$ cat src/design/okrm_pkg.sv
package okrm_pkg;

    // Operation codes of an input word; code 3 is unused and does nothing.
    typedef enum logic [1:0] {
        OP_CLEAR  = 2'd0,
        OP_INSERT = 2'd1,
        OP_LOOKUP = 2'd2
    } opcode_t;

    // Sticky failure reasons.
    typedef enum logic [1:0] {
        FAIL_NONE    = 2'd0,
        FAIL_OFFSETS = 2'd1,
        FAIL_REPEAT  = 2'd2,
        FAIL_SPAN    = 2'd3
    } fail_t;

    // Configuration register indexes.
    typedef enum logic {
        CFG_KEY_BASE = 1'b0,
        CFG_KEY_SPAN = 1'b1
    } cfg_reg_t;

    localparam int unsigned SLOT_W = 8;
    localparam logic [SLOT_W-1:0] SLOT_EMPTY = 8'hFF;
    localparam int unsigned COUNT_W = 13;
    localparam logic [COUNT_W-1:0] COUNT_MAX = 13'h1FFF;
    localparam logic signed [31:0] KEY_MAX = 32'sh7FFF_FFFF;
    localparam logic signed [31:0] KEY_MIN = 32'sh8000_0000;
    localparam logic signed [31:0] BASE_RESET = 32'sd0;
    localparam logic [COUNT_W-1:0] SPAN_RESET = 13'd4096;

    // Controller to datapath commands.
    typedef struct packed {
        logic  capture;
        logic  clear_state;
        logic  sweep_wr;
        logic  seen_upd;
        logic  walk_start;
        logic  walk_next;
        logic  off_rd_walk;
        logic  off_rd_slot;
        logic  take_walk_idx;
        logic  append;
        logic  fail_set;
        fail_t fail_code;
        logic  slot_rd;
        logic  slot_wr;
        logic  count_inc;
        logic  set_hit;
        logic  out_load;
    } ctrl_cmd_t;

    // Datapath to controller status.
    typedef struct packed {
        logic failed;
        logic walk_end;
        logic off_match;
        logic store_full;
        logic idx_ok;
        logic in_seen;
        logic slot_empty;
        logic slot_usable;
        logic sweep_last;
        logic out_free;
    } dp_status_t;

endpackage

$ cat src/design/okrm_ctrl.sv
module okrm_ctrl (
    input  logic                  clk,
    input  logic                  rst_n,
    input  logic                  in_valid,
    output logic                  in_stall,
    input  logic [1:0]            opcode,
    input  logic                  key_null,
    input  okrm_pkg::dp_status_t  status,
    output okrm_pkg::ctrl_cmd_t   cmd
);
    import okrm_pkg::*;

    typedef enum logic [12:0] {
        S_SWEEP    = 13'b0000000000001,
        S_IDLE     = 13'b0000000000010,
        S_INS      = 13'b0000000000100,
        S_WALK_RD  = 13'b0000000001000,
        S_WALK_CMP = 13'b0000000010000,
        S_APPEND   = 13'b0000000100000,
        S_SPAN     = 13'b0000001000000,
        S_SLOT_CHK = 13'b0000010000000,
        S_LK       = 13'b0000100000000,
        S_LK_IDX   = 13'b0001000000000,
        S_LK_SLOT  = 13'b0010000000000,
        S_LK_OFF   = 13'b0100000000000,
        S_RES      = 13'b1000000000000
    } state_t;

    state_t state_reg, state_next;
    logic   res_pend_reg, res_pend_next;
    logic   accept;

    assign in_stall = (state_reg != S_IDLE);
    assign accept   = in_valid && (state_reg == S_IDLE);

    // Next state and commands
    always_comb
    begin
        state_next    = state_reg;
        res_pend_next = res_pend_reg;
        cmd           = '0;
        case (state_reg)
            S_SWEEP:
            begin
                cmd.sweep_wr = 1'b1;
                if (status.sweep_last)
                begin
                    res_pend_next = 1'b0;
                    state_next    = res_pend_reg ? S_RES : S_IDLE;
                end
            end
            S_IDLE:
            begin
                if (accept)
                begin
                    cmd.capture = 1'b1;
                    case (opcode_t'(opcode))
                        OP_CLEAR:
                        begin
                            cmd.clear_state = 1'b1;
                            res_pend_next   = 1'b1;
                            state_next      = S_SWEEP;
                        end
                        OP_INSERT:  state_next = key_null ? S_RES : S_INS;
                        OP_LOOKUP:  state_next = key_null ? S_RES : S_LK;
                        default:    state_next = S_RES;
                    endcase
                end
            end
            S_INS:
            begin
                if (status.failed)
                    state_next = S_RES;
                else
                begin
                    cmd.seen_upd   = 1'b1;
                    cmd.walk_start = 1'b1;
                    state_next     = S_WALK_RD;
                end
            end
            S_WALK_RD:
            begin
                if (status.walk_end)
                    state_next = S_APPEND;
                else
                begin
                    cmd.off_rd_walk = 1'b1;
                    state_next      = S_WALK_CMP;
                end
            end
            S_WALK_CMP:
            begin
                if (status.off_match)
                begin
                    cmd.take_walk_idx = 1'b1;
                    state_next        = S_SPAN;
                end
                else
                begin
                    cmd.walk_next = 1'b1;
                    state_next    = S_WALK_RD;
                end
            end
            S_APPEND:
            begin
                if (status.store_full)
                begin
                    cmd.fail_set  = 1'b1;
                    cmd.fail_code = FAIL_OFFSETS;
                    state_next    = S_RES;
                end
                else
                begin
                    cmd.append = 1'b1;
                    state_next = S_SPAN;
                end
            end
            S_SPAN:
            begin
                if (!status.idx_ok)
                begin
                    cmd.fail_set  = 1'b1;
                    cmd.fail_code = FAIL_SPAN;
                    state_next    = S_RES;
                end
                else
                begin
                    cmd.slot_rd = 1'b1;
                    state_next  = S_SLOT_CHK;
                end
            end
            S_SLOT_CHK:
            begin
                if (!status.slot_empty)
                begin
                    cmd.fail_set  = 1'b1;
                    cmd.fail_code = FAIL_REPEAT;
                end
                else
                begin
                    cmd.slot_wr   = 1'b1;
                    cmd.count_inc = 1'b1;
                end
                state_next = S_RES;
            end
            S_LK:
                state_next = (status.failed || !status.in_seen) ? S_RES : S_LK_IDX;
            S_LK_IDX:
            begin
                if (!status.idx_ok)
                    state_next = S_RES;
                else
                begin
                    cmd.slot_rd = 1'b1;
                    state_next  = S_LK_SLOT;
                end
            end
            S_LK_SLOT:
            begin
                if (!status.slot_usable)
                    state_next = S_RES;
                else
                begin
                    cmd.off_rd_slot = 1'b1;
                    state_next      = S_LK_OFF;
                end
            end
            S_LK_OFF:
            begin
                cmd.set_hit = 1'b1;
                state_next  = S_RES;
            end
            S_RES:
            begin
                if (status.out_free)
                begin
                    cmd.out_load = 1'b1;
                    state_next   = S_IDLE;
                end
            end
            default:
                state_next = S_IDLE;
        endcase
    end

    // State registers; reset starts with a sweep of the status table
    always_ff @(posedge clk or negedge rst_n)
    begin
        if (!rst_n)
        begin
            state_reg    <= S_SWEEP;
            res_pend_reg <= 1'b0;
        end
        else
        begin
            state_reg    <= state_next;
            res_pend_reg <= res_pend_next;
        end
    end

endmodule

$ cat config.mk
export PLATFORM = sky130hd
export DESIGN_NAME = okrm_ctrl
export DESIGN_NICKNAME = d
export VERILOG_FILES = /design/src/design/okrm_pkg.sv /design/src/design/okrm_ctrl.sv
export SDC_FILE = /design/constraint.sdc
export NUM_CORES = 1
export LEC_CHECK = 0
export ABC_AREA = 1
export BUFFER_PORTS_ARGS = -buffer_cell sky130_fd_sc_hd__buf_2
export CAP_MARGIN = 20
export CORE_ASPECT_RATIO = 1.4
export CORE_MARGIN = 8
export CORE_UTILIZATION = 27
export DETAILED_ROUTE_END_ITERATION = 12
export SYNTH_ARGS = -nofsm -noshare
export SYNTH_HDL_FRONTEND = slang
export SYNTH_SLANG_ARGS = --single-unit
$ cat constraint.sdc
create_clock -name clk -period 1.7 [get_ports clk]
set_clock_uncertainty 0.15 [all_clocks]
set_input_delay 0 -clock clk [delete_from_list [all_inputs] [get_ports clk]]
set_output_delay 0 -clock clk [all_outputs]
set_load 0.02 [all_outputs]
After elaboration in Yosys (flattened, before gate mapping):

Index checks and enable logic that the tools add are counted.

* register bits: 14
* bits of input ports: 16
* output and inout port bits: 19
* word-level logic and storage cells: 78

* equal/unequal tests: 20
* muxes and demuxes: 47
* reductions and logical operators: 9

Operator list (number)
* 2-to-1 mux 13 bit: 12
* case mux 13 bit (12 select lines): 1
* case mux 13 bit (3 select lines): 1
* 2-to-1 mux 1 bit: 20
* equality test 13 x 1 -> 1 bit, second input constant: 1
* equality test 13 x 10 -> 1 bit, second input constant: 1
* equality test 13 x 11 -> 1 bit, second input constant: 1
* equality test 13 x 12 -> 1 bit, second input constant: 1
* equality test 13 bit, second input constant: 1
* equality test 13 x 2 -> 1 bit, second input constant: 1
* equality test 13 x 3 -> 1 bit, second input constant: 1
* equality test 13 x 4 -> 1 bit, second input constant: 1
* equality test 13 x 5 -> 1 bit, second input constant: 1
* equality test 13 x 6 -> 1 bit, second input constant: 1
* equality test 13 x 7 -> 1 bit, second input constant: 1
* equality test 13 x 8 -> 1 bit, second input constant: 1
* equality test 13 x 9 -> 1 bit, second input constant: 1
* inequality test 13 x 2 -> 1 bit, second input constant: 1
* 2-to-1 mux 2 bit: 6
* 2-to-1 mux 3 bit: 3
* case mux 3 bit (3 select lines): 1
* 2-to-1 mux 7 bit: 1
* 2-to-1 mux 6 bit: 1
* inequality test 2 bit, second input constant: 3
* 12 further kinds: 13

Logic depth before layout (Yosys ltp):

* depth after elaboration: 4
* depth in mapped cells: 11
* depth with buffers taken out: 11

Worst setup path after synthesis:

No wires, ideal clock.

* kind: reg-to-output
* start point: reg state_reg[7]
* end point: out cmd[16] in the netlist's numbering
* arrival time: 1.606 ns
* required time: 1.550 ns
* setup slack: -0.056 ns
* stages on the path, launching flop included: 6
* buffers on the path: 0
* path through: dfrtp_1 nor2_2 nand2_4 nor2_4 nand2_2 nor4_1

RTL lines
* start, declared: line okrm_ctrl.sv:29 `state_t state_reg, state_next;`
* start signal, assigned: line okrm_ctrl.sv:196 `state_reg <= state_next;`
* end, declared: line okrm_ctrl.sv:9 `output okrm_pkg::ctrl_cmd_t cmd`

==> flow_metrics.env <==
export IMPL_place_gp_congestion=0.854
export IMPL_powerDensity_nw_per_um2=1120
export IMPL_path_cells="buf_4, nor2_1, nand2_1, nor2_2, nand2_1, buf_4, a21oi_2, buf_6"
export IMPL_syn_to_final_growth_pct=106
export IMPL_dpl_cell_area_um2=1450
export IMPL_grt_max_degree=15
export IMPL_slowest_stage="dfrtp_1"
export IMPL_tightestPinTransition_ns=0.341
export IMPL_maxCapViolations=0
export IMPL_route_detailed_drc=0
export IMPL_die_x_um=69.7
export IMPL_stdcell_area_um2=2240
export IMPL_relSlewSlack_pct=77.3
export IMPL_grt_pass1_wl_um=6380
export IMPL_root_buffer="clkbuf_8"
export IMPL_first_pass_iters=4
export IMPL_critPathCaptureType="output port"
export IMPL_die_h_um=91.1
export IMPL_numCtsBuffers=3
export IMPL_netlist_instances=170
export IMPL_port_buffers=34
export IMPL_startpoint_type="register"
export IMPL_track_usage_pct=12.0
export IMPL_worstSetupPathType="register to output port"
export IMPL_critPathArrivalTime_ns=1.70
export IMPL_hold_path_class="primary input to asynchronous set/reset pin"
export IMPL_ys_flop_type="dfrtp_1"
export IMPL_ir_worst_vdd_mv=0.917
export IMPL_min_period_ns=1.85
export IMPL_wl_per_cell_um=13.3
export IMPL_mostFrequentLayoutCells="buf_4 (30), buf_6 (27), inv_1 (25), nor2_1 (23), nand2_1 (23)"
export IMPL_worst_path_largest_cell_delay_ns=0.42
export IMPL_drt_total_wl_um=4010
export IMPL_insertion_delay_ns=0.25
export IMPL_utilization_pct=57.1
export IMPL_min_period_over_period_pct=109
export IMPL_yosysUniqueCellTypes=24
export IMPL_overflow=0
export IMPL_synthArstFlopShare_pct=100
export IMPL_via_per_inst=4.58
export IMPL_final_common_cell="buf_4"
export IMPL_syn_area_um2=1090
export IMPL_antenna_found_initial=0
export IMPL_dieArea_um2=6350
export IMPL_initial_utilization_pct=27.8
export IMPL_p_leak_nw=1.13
export IMPL_finalNetCount=276
export IMPL_fillers=345
export IMPL_synth_edf_count=0
export IMPL_syn_num_nets=186
export IMPL_final_cells=302
export IMPL_path_clk_slew_ns=0.06
export IMPL_maxSlewViolCount=0
export IMPL_final_setup_viol_count=19
export IMPL_final_setup_tns_ns=-1.04
export IMPL_vias=1383
export IMPL_cts_tree="done"
export IMPL_hold_viol_final=0
export IMPL_synth_ff_latch_count=14
export IMPL_drtIter0Drc=45
export IMPL_htreeDepth=1
export IMPL_std_cell_rows=27
export IMPL_timing_hold_ws_ns=0.0257
export IMPL_seq_area_frac_synth_pct=32.3
export IMPL_post_layout_total_power_mw=2.50
export IMPL_largest_reg_flops=13
export IMPL_placed_cells=263
export IMPL_status="finished with violations"
export IMPL_fmax_ghz=0.540
export IMPL_layout_drive_gt1_share_pct=52.9
export IMPL_grt_pass1_vias=1458
export IMPL_yosys_warnings=0
export IMPL_hpwl_um=2580
export IMPL_ios=35
export IMPL_final_antenna_net_count=0
export IMPL_crit_fanout=2
export IMPL_cts_path_max_buffers=2
export IMPL_pre_cts_slack_ns=-0.0477
export IMPL_finalWorstSetupSlack_ns=-0.150
export IMPL_failed_checks="setup timing"
export IMPL_rsz0062_at_grt="true"
export IMPL_cp_required_ns=1.55
export IMPL_avgSynthCellArea_um2=6.40
export IMPL_diodes=0
export IMPL_coreArea_um2=3920
export IMPL_clock_sinks=14
-- Yosys cell counts, types with 2 or more instances --
| cell | instances | area, um2 |
|---|---|---|
| nand2_2 | 4 | 25.0 |
| nand3_1 | 23 | 115 |
| inv_1 | 26 | 97.6 |
| dfrtp_1 | 13 | 325 |
| nand2_1 | 31 | 116 |
| o21ai_0 | 3 | 15.0 |
| o22ai_1 | 2 | 12.5 |
| buf_4 | 2 | 15.0 |
| nor3_1 | 3 | 15.0 |
| nor2_4 | 4 | 45.0 |
| nor2_2 | 3 | 18.8 |
| nand3b_1 | 2 | 15.0 |
| nor2_1 | 43 | 161 |
-- critical path, delay by kind of cell, from the launching register on --
kind	cells	cell delay [ns]
compound gates	1	0.14
buf+inv	3	0.44
flops	1	0.42
simple gates	4	0.45
-- metal layers --
layer,GRT usage [%],vias up,share of wire (%)
met3,3.59,7,5.8
li1,-,710,-
met1,11.4,629,36
met5,0,-,0
met4,6.89,0,2.2
met2,22.4,37,56
-- timing repair --
item / 4_1_cts / 5_1_grt
resized for setup: 61 / 53
endpoints found under the setup margin: 21 / 26
pin swaps: 17 / 18
setup buffers: 16 / 7
hold endpoints to repair: 26 / 0
gates cloned: 0 / 0
hold buffers: 13 / 0
-- cells by family (layout without fill, tap and decap cells) --
kind of cell / Yosys count / in the layout / synth area share (%)
buffers and inverters: 29 / 118 / 11.4
AND/OR/NAND/NOR: 119 / 119 / 51.8
flip-flops: 14 / 14 / 32.3
AO/OA/AOI/OAI: 8 / 8 / 4.48
-- power breakdown --
part / switching [mW] / total [mW] / internal, mW
Clock: 0.130 / 0.336 / 0.206
Sequential: 0.0350 / 0.421 / 0.386
Combinational: 0.889 / 1.75 / 0.859
Total: 1.05 / 2.50 / 1.45
-- area by class of cell --
class / count / area [um2] / share of cell area [%]
multi-input cells: 127 / 906 / 40.5
well taps: 43 / 53.8 / 2.40
clock buffers: 4 / 55.1 / 2.46
inverters: 26 / 97.6 / 4.36
flip-flops and latches: 14 / 352 / 15.7
repair buffers: 88 / 774 / 34.6
-- final timing paths --
path | startpoint | endpoint | slack (ns) | cells past startpoint
worst min register to register | res_pend_reg | res_pend_reg | 0.38 | 2
max in group asynchronous | rst_n | state_reg[0] | 1.08 | 2
worst max register to register | state_reg[4] | state_reg[1] | -0.11 | 11
worst max-delay path | state_reg[7] | cmd[4] | -0.15 | 8
worst min-delay path | rst_n | state_reg[12] | 0.03 | 2
min in group clk | in_valid | state_reg[1] | 0.09 | 5
(Power assumes the default switching activity.)
